**config.mk**
```make
export PLATFORM = sky130hd
export DESIGN_NAME = multidrop_packet_receiver
export DESIGN_NICKNAME = d
export VERILOG_FILES = /design/src/mpr_pkg.sv /design/src/mpr_ram.sv /design/src/mpr_front.sv /design/src/mpr_back.sv /design/src/multidrop_packet_receiver.sv
export SDC_FILE = /design/constraint.sdc
export NUM_CORES = 1
export LEC_CHECK = 0
export ABC_AREA = 0
export BUFFER_PORTS_ARGS = -buffer_cell sky130_fd_sc_hd__buf_2
export CAP_MARGIN = 5
export CORE_MARGIN = 2
export CORE_UTILIZATION = 29
export DETAILED_ROUTE_END_ITERATION = 8
export PLACE_DENSITY = 0.48
export SYNTH_ARGS = -nofsm -noshare
export SYNTH_HDL_FRONTEND = slang
export SYNTH_SLANG_ARGS = --single-unit
export TNS_END_PERCENT = 30
```
**constraint.sdc**
```tcl
create_clock -name clock -period 7 [get_ports clock]
set_input_delay 0.7 -clock clock [delete_from_list [all_inputs] [get_ports clock]]
set_output_delay 0.7 -clock clock [all_outputs]
set_load 0.02 [all_outputs]
```
**src/mpr_pkg.sv**
```systemverilog
`timescale 1ns / 1ps
// ----------------------------------------------------------------------------
// mpr_pkg
// types and codes shared by the multidrop packet receiver modules
// ----------------------------------------------------------------------------
package mpr_pkg;

   // csr register indexes
   localparam int CSR_ADDR_W = 1;
   localparam logic [CSR_ADDR_W-1:0] CSR_DEVICE_ID = 1'b0;
   localparam logic [CSR_ADDR_W-1:0] CSR_RX_ENABLE = 1'b1;

   localparam int REQ_DATA_W = 16;
   localparam int RSP_DATA_W = 24;

   typedef enum logic [2:0] {
      REPLY_NONE   = 3'd0,
      REPLY_ACK    = 3'd1,
      REPLY_NACK   = 3'd2,
      REPLY_EMPTY  = 3'd3,
      REPLY_LAUNCH = 3'd4
   } reply_type;

   typedef enum logic [1:0] {
      KIND_READ   = 2'd0,
      KIND_IGNORE = 2'd1,
      KIND_CHAR   = 2'd2
   } kind_type;

   // classified transaction handed from front to back
   typedef struct packed {
      kind_type   kind;
      logic [7:0] char_data;
      logic       address_bit;
      logic       overrun_error;
      logic       framing_error;
      logic       tx_packet_ready;
      logic       poll_match;
      logic       own_match;
      logic       zero_addr;
   } item_type;

   typedef struct packed {
      reply_type  reply_kind;
      logic       packet_committed;
      logic [7:0] read_data;
      logic       read_valid;
      logic       status_overrun;
      logic       status_framing;
      logic       status_checksum;
      logic       is_broadcast;
   } result_type;

endpackage

```
**src/mpr_ram.sv**
```systemverilog
`timescale 1ns / 1ps
// ----------------------------------------------------------------------------
// mpr_ram
// generic single write port ram with registered read
// ----------------------------------------------------------------------------
module mpr_ram #(
   parameter int WIDTH = 8,
   parameter int DEPTH = 128
) (
   input  logic                     clock,
   input  logic                     wr_en,
   input  logic [$clog2(DEPTH)-1:0] wr_addr,
   input  logic [WIDTH-1:0]         wr_data,
   input  logic                     rd_en,
   input  logic [$clog2(DEPTH)-1:0] rd_addr,
   output logic [WIDTH-1:0]         rd_data
);

   logic [WIDTH-1:0] mem_ff [DEPTH];
   logic [WIDTH-1:0] rd_data_ff;

   always_ff @(posedge clock) begin
      if (wr_en) begin
         mem_ff[wr_addr] <= wr_data;
      end
      if (rd_en) begin
         rd_data_ff <= mem_ff[rd_addr];
      end
   end

   assign rd_data = rd_data_ff;

endmodule

```
**src/mpr_front.sv**
```systemverilog
`timescale 1ns / 1ps
// ----------------------------------------------------------------------------
// mpr_front
// accepts request transactions, classifies them and queues them for the back
// ----------------------------------------------------------------------------
module mpr_front (
   input  logic                        clock,
   input  logic                        reset,
   input  logic                        in_valid,
   output logic                        in_ready,
   input  logic                        in_operation,
   input  logic [mpr_pkg::REQ_DATA_W-1:0] in_data,
   input  logic [6:0]                  device_id,
   input  logic                        rx_enable,
   output logic                        out_valid,
   input  logic                        out_ready,
   output mpr_pkg::item_type           out_item
);

   import mpr_pkg::*;

   localparam int QUEUE_DEPTH = 2;

   item_type   item_in;
   item_type   entry_ff [QUEUE_DEPTH];
   logic       wr_ptr_ff;
   logic       rd_ptr_ff;
   logic [1:0] count_ff;
   logic [1:0] count_in;
   logic       push;
   logic       pop;

   // classification needs only the transaction and the csr values
   always_comb begin
      item_in.char_data       = in_data[7:0];
      item_in.address_bit     = in_data[8];
      item_in.overrun_error   = in_data[9];
      item_in.framing_error   = in_data[10];
      item_in.tx_packet_ready = in_data[11];
      item_in.poll_match      = (in_data[7:0] == {1'b1, device_id});
      item_in.zero_addr       = (in_data[7:0] == 8'd0);
      item_in.own_match       = (in_data[7:0] == {1'b0, device_id}) || item_in.zero_addr;
      if (in_operation) begin
         item_in.kind = KIND_READ;
      end else if (rx_enable) begin
         item_in.kind = KIND_CHAR;
      end else begin
         item_in.kind = KIND_IGNORE;
      end
   end

   assign in_ready  = (count_ff != 2'(QUEUE_DEPTH));
   assign out_valid = (count_ff != 2'd0);
   assign out_item  = entry_ff[rd_ptr_ff];
   assign push      = in_valid && in_ready;
   assign pop       = out_valid && out_ready;

   always_comb begin
      count_in = count_ff;
      if (push && !pop) begin
         count_in = count_ff + 2'd1;
      end else if (pop && !push) begin
         count_in = count_ff - 2'd1;
      end
   end

   always_ff @(posedge clock) begin
      if (reset) begin
         wr_ptr_ff <= 1'b0;
         rd_ptr_ff <= 1'b0;
         count_ff  <= 2'd0;
      end else begin
         count_ff <= count_in;
         if (push) begin
            wr_ptr_ff <= ~wr_ptr_ff;
         end
         if (pop) begin
            rd_ptr_ff <= ~rd_ptr_ff;
         end
      end
   end

   always_ff @(posedge clock) begin
      if (push) begin
         entry_ff[wr_ptr_ff] <= item_in;
      end
   end

endmodule

```
**src/mpr_back.sv**
```systemverilog
`timescale 1ns / 1ps
// ----------------------------------------------------------------------------
// mpr_back
// packet state machine, ring buffer and result register
// ----------------------------------------------------------------------------
module mpr_back #(
   parameter int RING_DEPTH = 128
) (
   input  logic                 clock,
   input  logic                 reset,
   input  logic                 in_valid,
   output logic                 in_ready,
   input  mpr_pkg::item_type    in_item,
   output logic                 out_valid,
   input  logic                 out_ready,
   output mpr_pkg::result_type  out_result
);

   import mpr_pkg::*;

   localparam int IDX_W = $clog2(RING_DEPTH);

   function automatic logic [IDX_W-1:0] wrap_add(input logic [IDX_W-1:0] base,
                                                 input logic [IDX_W:0]   inc);
      logic [IDX_W+1:0] sum;
      sum = {2'b00, base} + {1'b0, inc};
      if (sum >= (IDX_W+2)'(RING_DEPTH)) begin
         sum = sum - (IDX_W+2)'(RING_DEPTH);
      end
      return sum[IDX_W-1:0];
   endfunction

   logic [IDX_W-1:0] commit_ff, commit_in;
   logic [IDX_W-1:0] wr_ff, wr_in;
   logic [IDX_W-1:0] end_ff, end_in;
   logic [IDX_W-1:0] read_ff, read_in;
   logic             len_known_ff, len_known_in;
   logic [7:0]       sum_ff, sum_in;
   logic             addr_wait_ff, addr_wait_in;
   logic             poll_ff, poll_in;
   logic             bcast_ff, bcast_in;
   logic [2:0]       err_ff, err_in;

   logic             s1_valid_ff;
   reply_type        s1_reply_ff, reply_in;
   logic             s1_commit_ff, committed_in;
   logic             s1_rvalid_ff, rvalid_in;
   logic [2:0]       s1_err_ff;
   logic             s1_bcast_ff;

   logic             advance;
   logic             pop;
   logic             ram_we;
   logic [IDX_W-1:0] ram_wa;
   logic [7:0]       ram_q;
   logic [7:0]       sum_new;

   assign advance  = !s1_valid_ff || out_ready;
   assign in_ready = advance;
   assign pop      = in_valid && advance;
   assign sum_new  = sum_ff + in_item.char_data;

   always_comb begin
      commit_in    = commit_ff;
      wr_in        = wr_ff;
      end_in       = end_ff;
      read_in      = read_ff;
      len_known_in = len_known_ff;
      sum_in       = sum_ff;
      addr_wait_in = addr_wait_ff;
      poll_in      = poll_ff;
      bcast_in     = bcast_ff;
      err_in       = err_ff;
      reply_in     = REPLY_NONE;
      committed_in = 1'b0;
      rvalid_in    = 1'b0;
      ram_we       = 1'b0;
      ram_wa       = wr_ff;
      if (pop) begin
         unique case (in_item.kind)
            KIND_READ: begin
               if (read_ff != commit_ff) begin
                  rvalid_in = 1'b1;
                  read_in   = wrap_add(read_ff, (IDX_W+1)'(1));
               end
            end
            KIND_CHAR: begin
               priority if (addr_wait_ff && !in_item.address_bit) begin
                  // data while waiting for an address is dropped unseen
               end else if (in_item.overrun_error) begin
                  err_in[0]    = 1'b1;
                  addr_wait_in = 1'b1;
               end else if (in_item.framing_error) begin
                  err_in[1]    = 1'b1;
                  addr_wait_in = 1'b1;
               end else if (in_item.address_bit) begin
                  priority if (in_item.poll_match) begin
                     poll_in      = 1'b1;
                     addr_wait_in = 1'b0;
                  end else if (in_item.own_match) begin
                     poll_in      = 1'b0;
                     addr_wait_in = 1'b0;
                     bcast_in     = in_item.zero_addr;
                     sum_in       = in_item.char_data;
                     len_known_in = 1'b0;
                     ram_we       = 1'b1;
                     ram_wa       = commit_ff;
                     wr_in        = wrap_add(commit_ff, (IDX_W+1)'(1));
                     end_in       = wrap_add(commit_ff, (IDX_W+1)'(RING_DEPTH - 1));
                  end else begin
                     poll_in      = 1'b0;
                     addr_wait_in = 1'b1;
                  end
               end else if (poll_ff) begin
                  addr_wait_in = 1'b1;
                  if (in_item.poll_match) begin
                     reply_in = in_item.tx_packet_ready ? REPLY_LAUNCH : REPLY_EMPTY;
                  end
               end else begin
                  sum_in = sum_new;
                  priority if (len_known_ff && wr_ff == end_ff) begin
                     // checksum byte closes the packet
                     addr_wait_in = 1'b1;
                     if (sum_new == 8'd0) begin
                        commit_in    = wr_ff;
                        committed_in = 1'b1;
                        reply_in     = bcast_ff ? REPLY_NONE : REPLY_ACK;
                     end else begin
                        err_in[2] = 1'b1;
                        reply_in  = bcast_ff ? REPLY_NONE : REPLY_NACK;
                     end
                  end else if (wr_ff == read_ff && read_ff != commit_ff) begin
                     // ring full of unread bytes: drop the packet
                     addr_wait_in = 1'b1;
                  end else begin
                     if (!len_known_ff && wr_ff == wrap_add(commit_ff, (IDX_W+1)'(1))) begin
                        end_in = wrap_add(commit_ff,
                                          (IDX_W+1)'(in_item.char_data[4:0]) + (IDX_W+1)'(2));
                        len_known_in = 1'b1;
                     end
                     ram_we = 1'b1;
                     wr_in  = wrap_add(wr_ff, (IDX_W+1)'(1));
                  end
               end
            end
            KIND_IGNORE: begin
            end
            default: begin
            end
         endcase
      end
   end

   always_ff @(posedge clock) begin
      if (reset) begin
         commit_ff    <= '0;
         wr_ff        <= '0;
         end_ff       <= '0;
         read_ff      <= '0;
         len_known_ff <= 1'b0;
         sum_ff       <= 8'd0;
         addr_wait_ff <= 1'b1;
         poll_ff      <= 1'b0;
         bcast_ff     <= 1'b0;
         err_ff       <= 3'd0;
         s1_valid_ff  <= 1'b0;
      end else begin
         commit_ff    <= commit_in;
         wr_ff        <= wr_in;
         end_ff       <= end_in;
         read_ff      <= read_in;
         len_known_ff <= len_known_in;
         sum_ff       <= sum_in;
         addr_wait_ff <= addr_wait_in;
         poll_ff      <= poll_in;
         bcast_ff     <= bcast_in;
         err_ff       <= err_in;
         if (advance) begin
            s1_valid_ff <= in_valid;
         end
      end
   end

   always_ff @(posedge clock) begin
      if (pop) begin
         s1_reply_ff  <= reply_in;
         s1_commit_ff <= committed_in;
         s1_rvalid_ff <= rvalid_in;
         s1_err_ff    <= err_in;
         s1_bcast_ff  <= bcast_in;
      end
   end

   // read port fires only on pop, so its output holds while the result waits
   mpr_ram #(
      .WIDTH (8),
      .DEPTH (RING_DEPTH)
   ) u_ring (
      .clock   (clock),
      .wr_en   (ram_we),
      .wr_addr (ram_wa),
      .wr_data (in_item.char_data),
      .rd_en   (pop),
      .rd_addr (read_ff),
      .rd_data (ram_q)
   );

   assign out_valid                   = s1_valid_ff;
   assign out_result.reply_kind       = s1_reply_ff;
   assign out_result.packet_committed = s1_commit_ff;
   assign out_result.read_data        = ram_q & {8{s1_rvalid_ff}};
   assign out_result.read_valid       = s1_rvalid_ff;
   assign out_result.status_overrun   = s1_err_ff[0];
   assign out_result.status_framing   = s1_err_ff[1];
   assign out_result.status_checksum  = s1_err_ff[2];
   assign out_result.is_broadcast     = s1_bcast_ff;

endmodule

```
**src/multidrop_packet_receiver.sv**
```systemverilog
`timescale 1ns / 1ps
// ----------------------------------------------------------------------------
// multidrop_packet_receiver
// 9-bit multidrop bus packet receiver with ring buffer and read-out
// ----------------------------------------------------------------------------
// One response transaction per request transaction. The block sustains one
// transaction per clock while rsp_tready stays high: a two-entry queue holds
// classified requests, the packet state machine retires one per cycle unless
// the result register is stalled, with at most one ring write and one ring
// read, and a request passes through its queue entry and then the result
// register before its response is valid. The ring is a registered-read ram
// of RING_DEPTH bytes and needs no clearing after reset.
// csr writes are meant for idle periods only.
module multidrop_packet_receiver #(
   parameter int RING_DEPTH = 128
) (
   input  logic                               clock,
   input  logic                               reset,
   input  logic                               req_tvalid,
   output logic                               req_tready,
   // [7:0] char_data, [8] address_bit, [9] overrun_error, [10] framing_error,
   // [11] tx_packet_ready, [15:12] zero
   input  logic [mpr_pkg::REQ_DATA_W-1:0]     req_tdata,
   // [0] operation
   input  logic                               req_tuser,
   output logic                               rsp_tvalid,
   input  logic                               rsp_tready,
   // [2:0] reply_kind, [3] packet_committed, [11:4] read_data, [12] read_valid,
   // [13] status_overrun, [14] status_framing, [15] status_checksum,
   // [16] is_broadcast, [23:17] zero
   output logic [mpr_pkg::RSP_DATA_W-1:0]     rsp_tdata,
   input  logic                               csr_we,
   input  logic [mpr_pkg::CSR_ADDR_W-1:0]     csr_addr,
   input  logic [6:0]                         csr_wdata
);

   import mpr_pkg::*;

   logic       [6:0] device_id_ff;
   logic             rx_enable_ff;
   logic             q_valid;
   logic             q_ready;
   item_type         q_item;
   result_type       result;

   always_ff @(posedge clock) begin
      if (reset) begin
         device_id_ff <= 7'd0;
         rx_enable_ff <= 1'b1;
      end else if (csr_we) begin
         unique case (csr_addr)
            CSR_DEVICE_ID: device_id_ff <= csr_wdata;
            CSR_RX_ENABLE: rx_enable_ff <= csr_wdata[0];
            default: begin
            end
         endcase
      end
   end

   mpr_front u_front (
      .clock        (clock),
      .reset        (reset),
      .in_valid     (req_tvalid),
      .in_ready     (req_tready),
      .in_operation (req_tuser),
      .in_data      (req_tdata),
      .device_id    (device_id_ff),
      .rx_enable    (rx_enable_ff),
      .out_valid    (q_valid),
      .out_ready    (q_ready),
      .out_item     (q_item)
   );

   mpr_back #(
      .RING_DEPTH (RING_DEPTH)
   ) u_back (
      .clock      (clock),
      .reset      (reset),
      .in_valid   (q_valid),
      .in_ready   (q_ready),
      .in_item    (q_item),
      .out_valid  (rsp_tvalid),
      .out_ready  (rsp_tready),
      .out_result (result)
   );

   assign rsp_tdata = {7'd0, result.is_broadcast, result.status_checksum,
                       result.status_framing, result.status_overrun,
                       result.read_valid, result.read_data,
                       result.packet_committed, result.reply_kind};

endmodule

```
### Word level (Yosys, flattened, before mapping)

Memory sizes are Yosys's and may differ from the RTL's. A register that Yosys moved wholly into a read port is not among the register bits.
Index checks and enable logic that the tools add are counted.

* $add $sub $neg: 14
* multipliers: 0
* div/mod/pow operators: 0
* magnitude comparators: 5
* equal/unequal tests: 13
* shifts and indexed selects: 0
* multiplexer cells: 104
* bitwise operators: 11
* reductions and logical operators: 33

Operators by type and width (count)
* $mux W7: 35
* $mux W1: 51
* $sub A7 B1 Y7 const B: 5
* $ge A8 B8 Y1 const B: 4
* $mux W8: 4
* $add A7 B1 Y8 const B: 3
* $mux W3: 8
* $eq A7 B7 Y1: 3
* $logic_not A8 Y1: 2
* $mux W2: 6
* $reduce_and A11 Y1: 1
* $not A1 Y1: 10
* $reduce_and A10 Y1: 1
* $ge A9 B8 Y1 const B: 1
* $reduce_and A9 Y1: 1
* $add A7 B6 Y8: 1
* $add A7 B7 Y8 const B: 1
* $add A8 B8 Y8: 1
* $and A8 B8 Y8: 1
* $eq A8 B7 Y1: 1
* $eq A8 B8 Y1: 1
* $logic_and A1 B1 Y1: 8
* $reduce_and A8 Y1: 1
* $ne A7 B7 Y1: 1
* other kinds (17): 29

* bits in registers: 65
* bits in latches: 0
* RAM bits: 1058
* memory bits (read-only): 0
* output and inout port bits: 26
* logic and storage cells: 203
* memories kept: 2

Memory list
* u_back.u_ring.mem_ff: words 128, bits a word 8, rd ports 1, clocked after Yosys merged registers in 1, wr ports 1, RTL line mpr_ram.sv:19 `logic [WIDTH-1:0] mem_ff [DEPTH];`
* u_front.entry_ff: words 2, bits a word 17, rd ports 1, clocked after Yosys merged registers in 1, wr ports 1, RTL line mpr_front.sv:25 `item_type entry_ff [QUEUE_DEPTH];`

### Longest topological paths before layout

Gate-level depths: netlist of run 1.

* word-level depth: 19
* mapped depth: 16

### Modules after synthesis

Synthesis of run 1 repeated with hierarchy kept, for this count alone.

* cell total of the unflattened synthesis: 2207
* area total of the unflattened synthesis: 45471.1 µm²

By module, submodules not included
* mpr_ram: instances 1, cells an instance 1634, area an instance 39736.9 µm²
* mpr_back: instances 1, cells an instance 438, area an instance 3762.4 µm²
* mpr_front: instances 1, cells an instance 94, area an instance 1566.5 µm²
* multidrop_packet_receiver: instances 1, cells an instance 41, area an instance 405.4 µm²

### Worst setup path before layout of run 1

OpenSTA, ideal clock, no wires.

* path type: reg-to-reg
* from: reg (tool-made name)
* to: reg u_back.commit_ff[0]
* library setup time: 0.128 ns
* arrival: 4.481 ns
* data required time: 6.872 ns
* setup slack: 2.392 ns
* stages on the path, launching flop included: 14
* path buffers: 3
* period minus slack after synthesis: 4.608 ns
* cells stage by stage: dfxtp_1 buf_6 buf_6 clkbuf_1 mux2i_1 inv_1 fa_1 a211oi_1 or4b_2 o2111ai_1 a211oi_1 o2111ai_2 mux2i_1 nor2_1

RTL lines
* to (signal assigned): RTL line mpr_back.sv:168 `commit_ff <= commit_in;`
* to (decl): RTL line mpr_back.sv:33 `logic [IDX_W-1:0] commit_ff, commit_in;`

==> summary.txt, run 1 <==
Run status
  • Status: completed

CTS
  • Root Buffer Master: clkbuf_16
  • Post-CTS Resized: 0
  • CTS Sinks: 1,132
  • CTS Hold Buffers Added: 0
  • Clock buffer depth: 3
  • Post-CTS Setup Inserts: 0
  • Num CTS Buffers: 118
  • CTS tree: yes
  • H-tree depth: 3
  • Worst-path clk slew: 60 ps
  • Clk_lat worst skew: 750 ps

Power
  • Switch share: 24.00%
  • PD cells: between 300 and 400 nW/um2
  • Leakage: 15.88 nW
  • Gate power share: 9.0%
  • Sequential power share: roughly 51%
  • Peak supply drop: 218.1 uV
  • Net Sw Power: just under 0.004 W
  • Clock power share: 40.4%
  • Internal power: 0.01230 W

Drt
  • WL final: 120,300 um
  • DR vias/cell: 5.022
  • DR WL/cell: between 20 and 30 um
  • DR vias: about 23,000
  • DR iter-0 viols: 1,799
  • DRT Pass-1 Iters: 5
  • Post-DRT Antenna Nets: 0
  • # DRC: 0

Timing
  • Setup slack after layout: roughly 2400 ps
  • Final hold violations: 0
  • Clk_skew: 37.61 ps
  • Max Slew Vio Count: 0
  • Fin crit share: between 60% and 70%
  • Fmax: 0.2172 GHz
  • Slew HR: ~23%
  • RSZ-0062 raised after global routing: no
  • Final setup vio count: 0
  • Slew @ Worst Pin: 1155 ps
  • Min cycle time layout: 4604 ps
  • Setup Total Neg Slack: 0 ps

Worst setup path
  • Crit path kind: reg -> reg
  • CP Capture Type: flip-flop
  • R2r setup slk: 2400 ps
  • R2R depth: 8
  • CP max FO: 78
  • Data required time of the worst path: 7360 ps
  • Arr. time, crit path: 4960 ps
  • Worst setup SP type: flip-flop
  • RR Endpoint: u_back.u_ring.mem_ff[9][1]
  • Capture point of the critical path: u_back.u_ring.mem_ff[9][1]

Layout
  • P&R area growth vs syn: 13.88%
  • Area of the multi-input gates: between 10,000 and 15,000 um2
  • # fillers: 14,912
  • Final Core Density: 33.31%
  • Commonest non-fill, non-tap cell in the layout: edfxtp_1
  • Finished Layout Cells: 4,678
  • Layout cells sized above 1: 24.03%
  • Nets@finish: ~2,600
  • FF+latch area: 33,440 um2
  • Most frequent cells in the layout: 1,075 x edfxtp_1, 287 x mux4_2, 193 x nor2_1

Global routing
  • Vias in the first global route: 24,068
  • Total Routing Usage GR: roughly 15%
  • Initial antenna violation count: 3
  • Gr ovfl total: 0
  • Largest net degree at the start of global routing: 113
  • Global-route wire length before repair: 173,700 um

Yosys
  • Synth async-reset ratio: 0%
  • Synth cell types: 86
  • Synth Area in XOR/XNOR: 1.231%
  • Post-Synthesis Cell Area: 46,440 um2
  • Largest family of logic cells by synthesized area: multiplexers
  • Post-synthesis compound-gate area fraction: about 2.9%
  • Adder-cell share of the synthesized area: less than 1%
  • Yosys Warn Count: 0
  • Fraction of the mapped netlist area in simple logic gates: 5.058%
  • EDFF count, synth: 1,075
  • Post-Synthesis Cells: ~2,400
  • Seq/Total Area, Yosys: 71.97%
  • Synth Register Bits: 1,132
  • Primary FF master, synth: edfxtp_1
  • Syn avg cell area: 19.00 um2
  • Mux cell area share after synthesis: 16.02%

Floorplan
  • Ports: 56
  • Die Area: approximately 160,000 um2
  • # rows: 146
  • DIE WIDTH: slightly above 400 um
  • Area of the core: ~160,000 um2
  • Initial core utilization: 29.25%
  • Die height: 404.2 um

Place
  • Inst Count DP: 4,455
  • Port Buffers: 44
  • Final HPWL DP: 74,670 um
  • Place WS: around 2300 ps
  • GP Congestion: slightly below 0.8

Job
  • # Max-Cap Violations: 0

Min path
  • Worst Hold Class: in -> reg
==> cell type report <==
| type | count | area share, % |
|---|---|---|
| flip-flops and latches | 1132 | 63.23 |
| clock inverters | 79 | 1.801 |
| diodes | 1 | 0.004732 |
| inverters | 21 | 0.1585 |
| clock buffers | 143 | 5.882 |
| well taps | 2072 | 4.902 |
| repair buffers | 92 | 1.192 |
| multi-input cells | 1138 | 22.83 |
==> critical path, cell delays in order (launching register included) <==
cell and delay, ps:
dfxtp_1 300, buf_4 340, mux2_4 470, o21ai_2 160, nor4_4 300, buf_4 680, mux2_2 500, or3_1 650
nor2_1 770
==> flip-flops by register name, indices dropped and copies added (netlist names), 2 cells and up, named ones only <==
| name | count |
|---|---|
| device_id_ff | 7 |
| u_back.sum_ff | 8 |
| u_back.u_ring.mem_ff | 1024 |
| u_back.end_ff | 7 |
| u_back.s1_err_ff | 3 |
| u_back.err_ff | 3 |
| u_back.s1_reply_ff | 3 |
| u_back.u_ring.rd_data | 8 |
| u_back.read_ff | 7 |
| u_back.wr_ff | 7 |
| u_front.count_ff | 2 |
| u_back.commit_ff | 7 |
| u_front.entry_ff | 34 |
==> synthesized netlist by cell type, types with 4 or more instances <==
| cell type | number | area [um2] |
|---|---|---|
| or3_1 | 13 | 81.33 |
| a22oi_1 | 6 | 45.04 |
| nand4_1 | 15 | 93.84 |
| xor2_1 | 27 | 236.5 |
| ha_1 | 22 | 275.3 |
| nor2_2 | 6 | 37.54 |
| xnor2_1 | 28 | 245.2 |
| mux4_2 | 287 | 6464 |
| buf_2 | 41 | 205.2 |
| mux2_2 | 22 | 247.7 |
| nor2_1 | 193 | 724.4 |
| clkbuf_1 | 51 | 191.4 |
| a41oi_1 | 5 | 43.79 |
| edfxtp_1 | 1075 | 32280 |
| nor2b_1 | 13 | 81.33 |
| xnor3_1 | 4 | 90.09 |
| o21ai_1 | 6 | 30.03 |
| dfxtp_1 | 57 | 1141 |
| nor3_1 | 60 | 300.3 |
| nand2_1 | 51 | 191.4 |
| o2111ai_1 | 6 | 52.55 |
| a31oi_1 | 26 | 162.7 |
| and3_1 | 12 | 75.07 |
| o21ai_0 | 31 | 155.2 |
| and2_1 | 20 | 125.1 |
| buf_1 | 15 | 56.30 |
| mux2i_1 | 70 | 700.7 |
| o211ai_1 | 6 | 45.04 |
| nand3b_1 | 9 | 67.56 |
| a31oi_2 | 6 | 75.07 |
| buf_6 | 18 | 202.7 |
| a21oi_1 | 37 | 185.2 |
| nand2b_1 | 19 | 118.9 |
| inv_1 | 20 | 75.07 |
| buf_4 | 34 | 255.2 |
| a211oi_1 | 13 | 97.59 |
| nor4_1 | 11 | 68.82 |
| o22ai_1 | 14 | 87.58 |
| nand3_1 | 21 | 105.1 |
==> layer usage <==
| layer | GRT usage [%] | wire length (um) |
|---|---|---|
| met1 | 20.43 | 53400 |
| met2 | 23.89 | 58370 |
| met4 | 3.810 | 2432 |
| met5 | 0 | 0 |
| met3 | 2.237 | 6080 |
==> worst min path at each step <==
stage | startpoint | endpoint | slack (ps) | cells past startpoint
floorplan | u_back.err_ff[2] | u_back.err_ff[2] | 420 | 2
global placement | u_back.err_ff[2] | u_back.err_ff[2] | 440 | 2
detailed placement | u_back.err_ff[2] | u_back.err_ff[2] | 450 | 2
CTS | req_tdata[11] | u_front.entry_ff[0][3] | 110 | 1
global route | req_tdata[11] | u_front.entry_ff[0][3] | 140 | 1
finish | req_tdata[11] | u_front.entry_ff[0][3] | 170 | 1
==> logic make-up after synthesis <==
logic type,count (synthesis)
flip-flops,1132
AND/OR/NAND/NOR,472
multiplexers,381
AO/OA/AOI/OAI,195
buffers and inverters,180
XOR/XNOR,59
adder cells (fa/ha/maj),24
other,1
==> power by group through the flow <==
stage	clock network, W	registers [W]	logic [W]
3_5_place_dp	0	0.00835	0.00149
6_report	0.00654	0.00821	0.00145
3_3_place_gp	0	0.00834	0.00142
5_1_grt	0.00693	0.00822	0.00159
4_1_cts	0.00668	0.00821	0.00150
2_1_floorplan	0	0.00837	0.000779
==> per-stage QoR <==
step | cell area (um2) | hold slack (ps) | power (W)
final | 52880 | 173.4 | 0.01619
after detailed placement | 48820 | 452.1 | 0.009839
after global placement | 48820 | 437.2 | 0.009758
after floorplan | 46460 | 423.9 | 0.009150
after CTS | 52880 | 110.0 | 0.01638
after global routing | 52880 | 136.3 | 0.01674
Power figures use the tool's default switching activity.
==> run 2: changes to the inputs <==
Settings changed: ABC_AREA 0 to 1.
Clock period 7 ns to 4.3 ns, I/O delays scaled along.
==> run 2 against run 1 <==
  * Final cell count rose by 40%
  * Maximum frequency rose by 25%
  * Synthesized cell count rose by 68%
  * Register-to-register slack got worse by 1800 ps
  * Sequential power rose by 64%
  * Utilization rose by 0.96 points
  * Total power rose by 66%
  * Critical endpoint is now u_back.u_ring.mem_ff[66][2]
  * Largest power group unchanged
  * Highest routed layer unchanged
==> summary.txt, run 2 <==
Worst setup path
  • Crit path kind: reg -> reg
  • CP Capture Type: flip-flop
  • Family with the most delay on the worst path: simple AND/OR/NAND/NOR gates
  • Worst setup SP type: flip-flop
  • CP Buf/Inv Count: 4
  • CP max stage delay: 620 ps
  • Data required time of the worst path: 4770 ps
  • Critical-path cell list: inv_6 > nand2_1 > o21ai_2 > nor2_1 > nand2_1 > nor2_4 > nand2_2 > buf_4 > nand2_1 > o21ai_2 > nor2_2 > nand3_2 > buf_4 > nor2_1 > buf_4
  • CP max FO: 17
  • Arr. time, crit path: 4140 ps
  • CP max-delay cell: dfxtp_1

Power
  • Net Sw Power: around 0.007 W
  • Gate power share: 10.4%
  • Leakage: 19.05 nW
  • Peak supply drop: 333.6 uV
  • Sequential power share: ~50%
  • PD cells: around 490 nW/um2
  • Internal power: 0.01996 W
  • Switch share: between 20% and 30%
  • Clock power share: between 30 and 40%

Place
  • GP Congestion: 0.8187
  • Port Buffers: 44
  • Final HPWL DP: slightly below 80,000 um
  • Inst Count DP: ~6,300

Yosys
  • Most frequent cells after synthesis: 1,075 x edfxtp_1, 909 x nor2_1, 574 x o21ai_0
  • Area leader, netlist: edfxtp_1
  • Synth cell types: 44
  • Synth area leaders: edfxtp_1 69%, nor2_1 7.2%, o21ai_0 6.1%
  • Most frequent cell after synthesis: edfxtp_1
  • Seq/Total Area, Yosys: 70.94%
  • Syn avg cell area: around 11 um2
  • Synth Register Bits: 1,132
  • Primary FF master, synth: edfxtp_1
  • Post-Synthesis Cell Area: 47,120 um2
  • Synth async-reset ratio: 0%
  • EDFF count, synth: 1,075
  • Post-Synthesis Cells: 4,105
  • Yosys Warn Count: 0
  • Top-area cell type share of the netlist area: slightly below 70%

Drt
  • Post-DRT Antenna Nets: 0
  • DR WL/cell: around 21 um
  • WL final: between 100,000 and 150,000 um
  • # DRC: 0
  • DR vias/cell: 4.833
  • DR iter-0 viols: 2,951
  • DRT Pass-1 Iters: 6
  • DR vias: between 30,000 and 40,000

Min path
  • Worst Hold Class: in -> reg
  • Hold Startpoint: reset

Timing
  • Fin crit share: a little under nine tenths
  • RSZ-0062 raised after global routing: no
  • Fmax: 0.2725 GHz
  • Slew @ Worst Pin: 1102 ps
  • Min cycle time layout: 3670 ps
  • Max Slew Vio Count: 0
  • Setup Total Neg Slack: 0 ps
  • Final setup vio count: 0
  • Final hold violations: 0
  • Clk_skew: 33.17 ps
  • Slew HR: 26.50%

Job
  • # Max-Cap Violations: 0

Layout
  • Area of the multi-input gates: 12,220 um2
  • FF+latch area: 33,430 um2
  • Max reg flops: 1,024
  • # fillers: 15,967
  • Largest registers: u_back.u_ring.mem_ff (1024), u_front.entry_ff (34)
  • Layout cells sized above 1: 11.50%
  • Commonest non-fill, non-tap cell in the layout: edfxtp_1
  • Finished Layout Cells: 6,526
  • Nets@finish: 4,325
  • Register with the most flip-flops: u_back.u_ring.mem_ff
  • P&R area growth vs syn: 17.06%
  • Most frequent cells in the layout: 1,075 x edfxtp_1, 908 x nor2_1, 574 x o21ai_0

CTS
  • Num CTS Buffers: 130
  • CTS Sinks: roughly 1,100
  • Clk_lat worst skew: a little under 800 ps
  • Worst-path clk slew: 60 ps
  • Clock buffer depth: 3
  • H-tree depth: 4
  • Root Buffer Master: clkbuf_16
  • Post-CTS Resized: 0
  • CTS tree: yes

Floorplan
  • Area of the core: 160,900 um2
  • Initial core utilization: 29.28%
  • DIE WIDTH: 407.1 um
  • Ports: 56
  • Die Area: 165,700 um2
  • Die height: 407.1 um
  • # rows: 147

Global routing
  • Initial antenna violation count: 2
  • Vias in the first global route: 30,430
  • Largest net degree at the start of global routing: 158
  • Total Routing Usage GR: 16.28%
  • Global-route wire length before repair: 199,300 um
  • Gr ovfl total: 0

Run status
  • Status: completed
-- run 2: power groups by stage --
| stage | Sequential, W | Combinational (W) | Clock [W] |
|---|---|---|---|
| CTS | 0.0136 | 0.00285 | 0.0108 |
| floorplan | 0.0139 | 0.00137 | 0 |
| detailed placement | 0.0138 | 0.00283 | 0 |
| global placement | 0.0138 | 0.00280 | 0 |
| finish | 0.0135 | 0.00279 | 0.0106 |
| global route | 0.0136 | 0.00305 | 0.0113 |
-- run 2: cells by family after synthesis --
kind of cell    share of synthesized area (%)
flops                                   70.94
buf+inv                                 3.306
compound gates                          10.66
other cells                          0.007959
fa+ha+maj                              0.6692
mux                                   0.08498
simple gates                            13.89
xor+xnor                               0.4461
-- run 2: worst paths after layout --
path / endpoint / slack [ps] / cells after the start
worst max-delay path: u_back.u_ring.mem_ff[66][2] / 630 / 15
worst min register to register: u_back.err_ff[2] / 450 / 2
worst max register to register: u_back.u_ring.mem_ff[66][2] / 630 / 15
worst min-delay path: u_back.wr_ff[4] / 90 / 2
-- run 2: cell type report --
cell class	count	share of cell area (%)
tap	2160	4.900
antenna	2	0.009074
clock buffer	171	6.347
inverter	120	0.8484
sequential	1132	60.62
multi-input combinational	2597	22.15
timing repair buffer	290	4.124
clock inverter	54	0.9982
-- run 2: repair_timing --
| action | 4_1_cts | 5_1_grt |
|---|---|---|
| hold buffers | 23 | 0 |
| endpoints found under the hold margin | 37 | 0 |
| buffers inserted | 0 | 0 |
| endpoints found under the setup margin | 0 | 0 |
-- run 2: per-stage QoR --
stage	utilization (%)	instance area, um2	hold slack [ps]	setup WS, ps	power [W]
final	34.27	55150	90.18	630.3	0.02691
after CTS	34.27	55150	38.69	639.2	0.02725
after floorplan	-	47140	425.5	162.5	0.01527
after detailed placement	31.61	50870	447.4	649.5	0.01661
after global routing	34.27	55150	78.35	314.2	0.02788
after global placement	31.61	50870	434.3	655.5	0.01658
-- run 2: worst reg2reg max path: stages (launching register included) --
cell,delay [ps]
dfxtp_1,620
inv_6,160
nand2_1,110
o21ai_2,70
nor2_1,200
nand2_1,160
nor2_4,130
nand2_2,230
buf_4,270
nand2_1,90
o21ai_2,130
nor2_2,230
nand3_2,340
buf_4,350
nor2_1,110
buf_4,200
-- run 2: routing by layer --
metal,track usage (%),vias up,part of all wire [%]
li1,-,14921,-
met1,22.48,15633,46
met2,26.26,813,47
met3,2.753,175,5.2
met4,4.717,0,2.3
met5,0,-,0
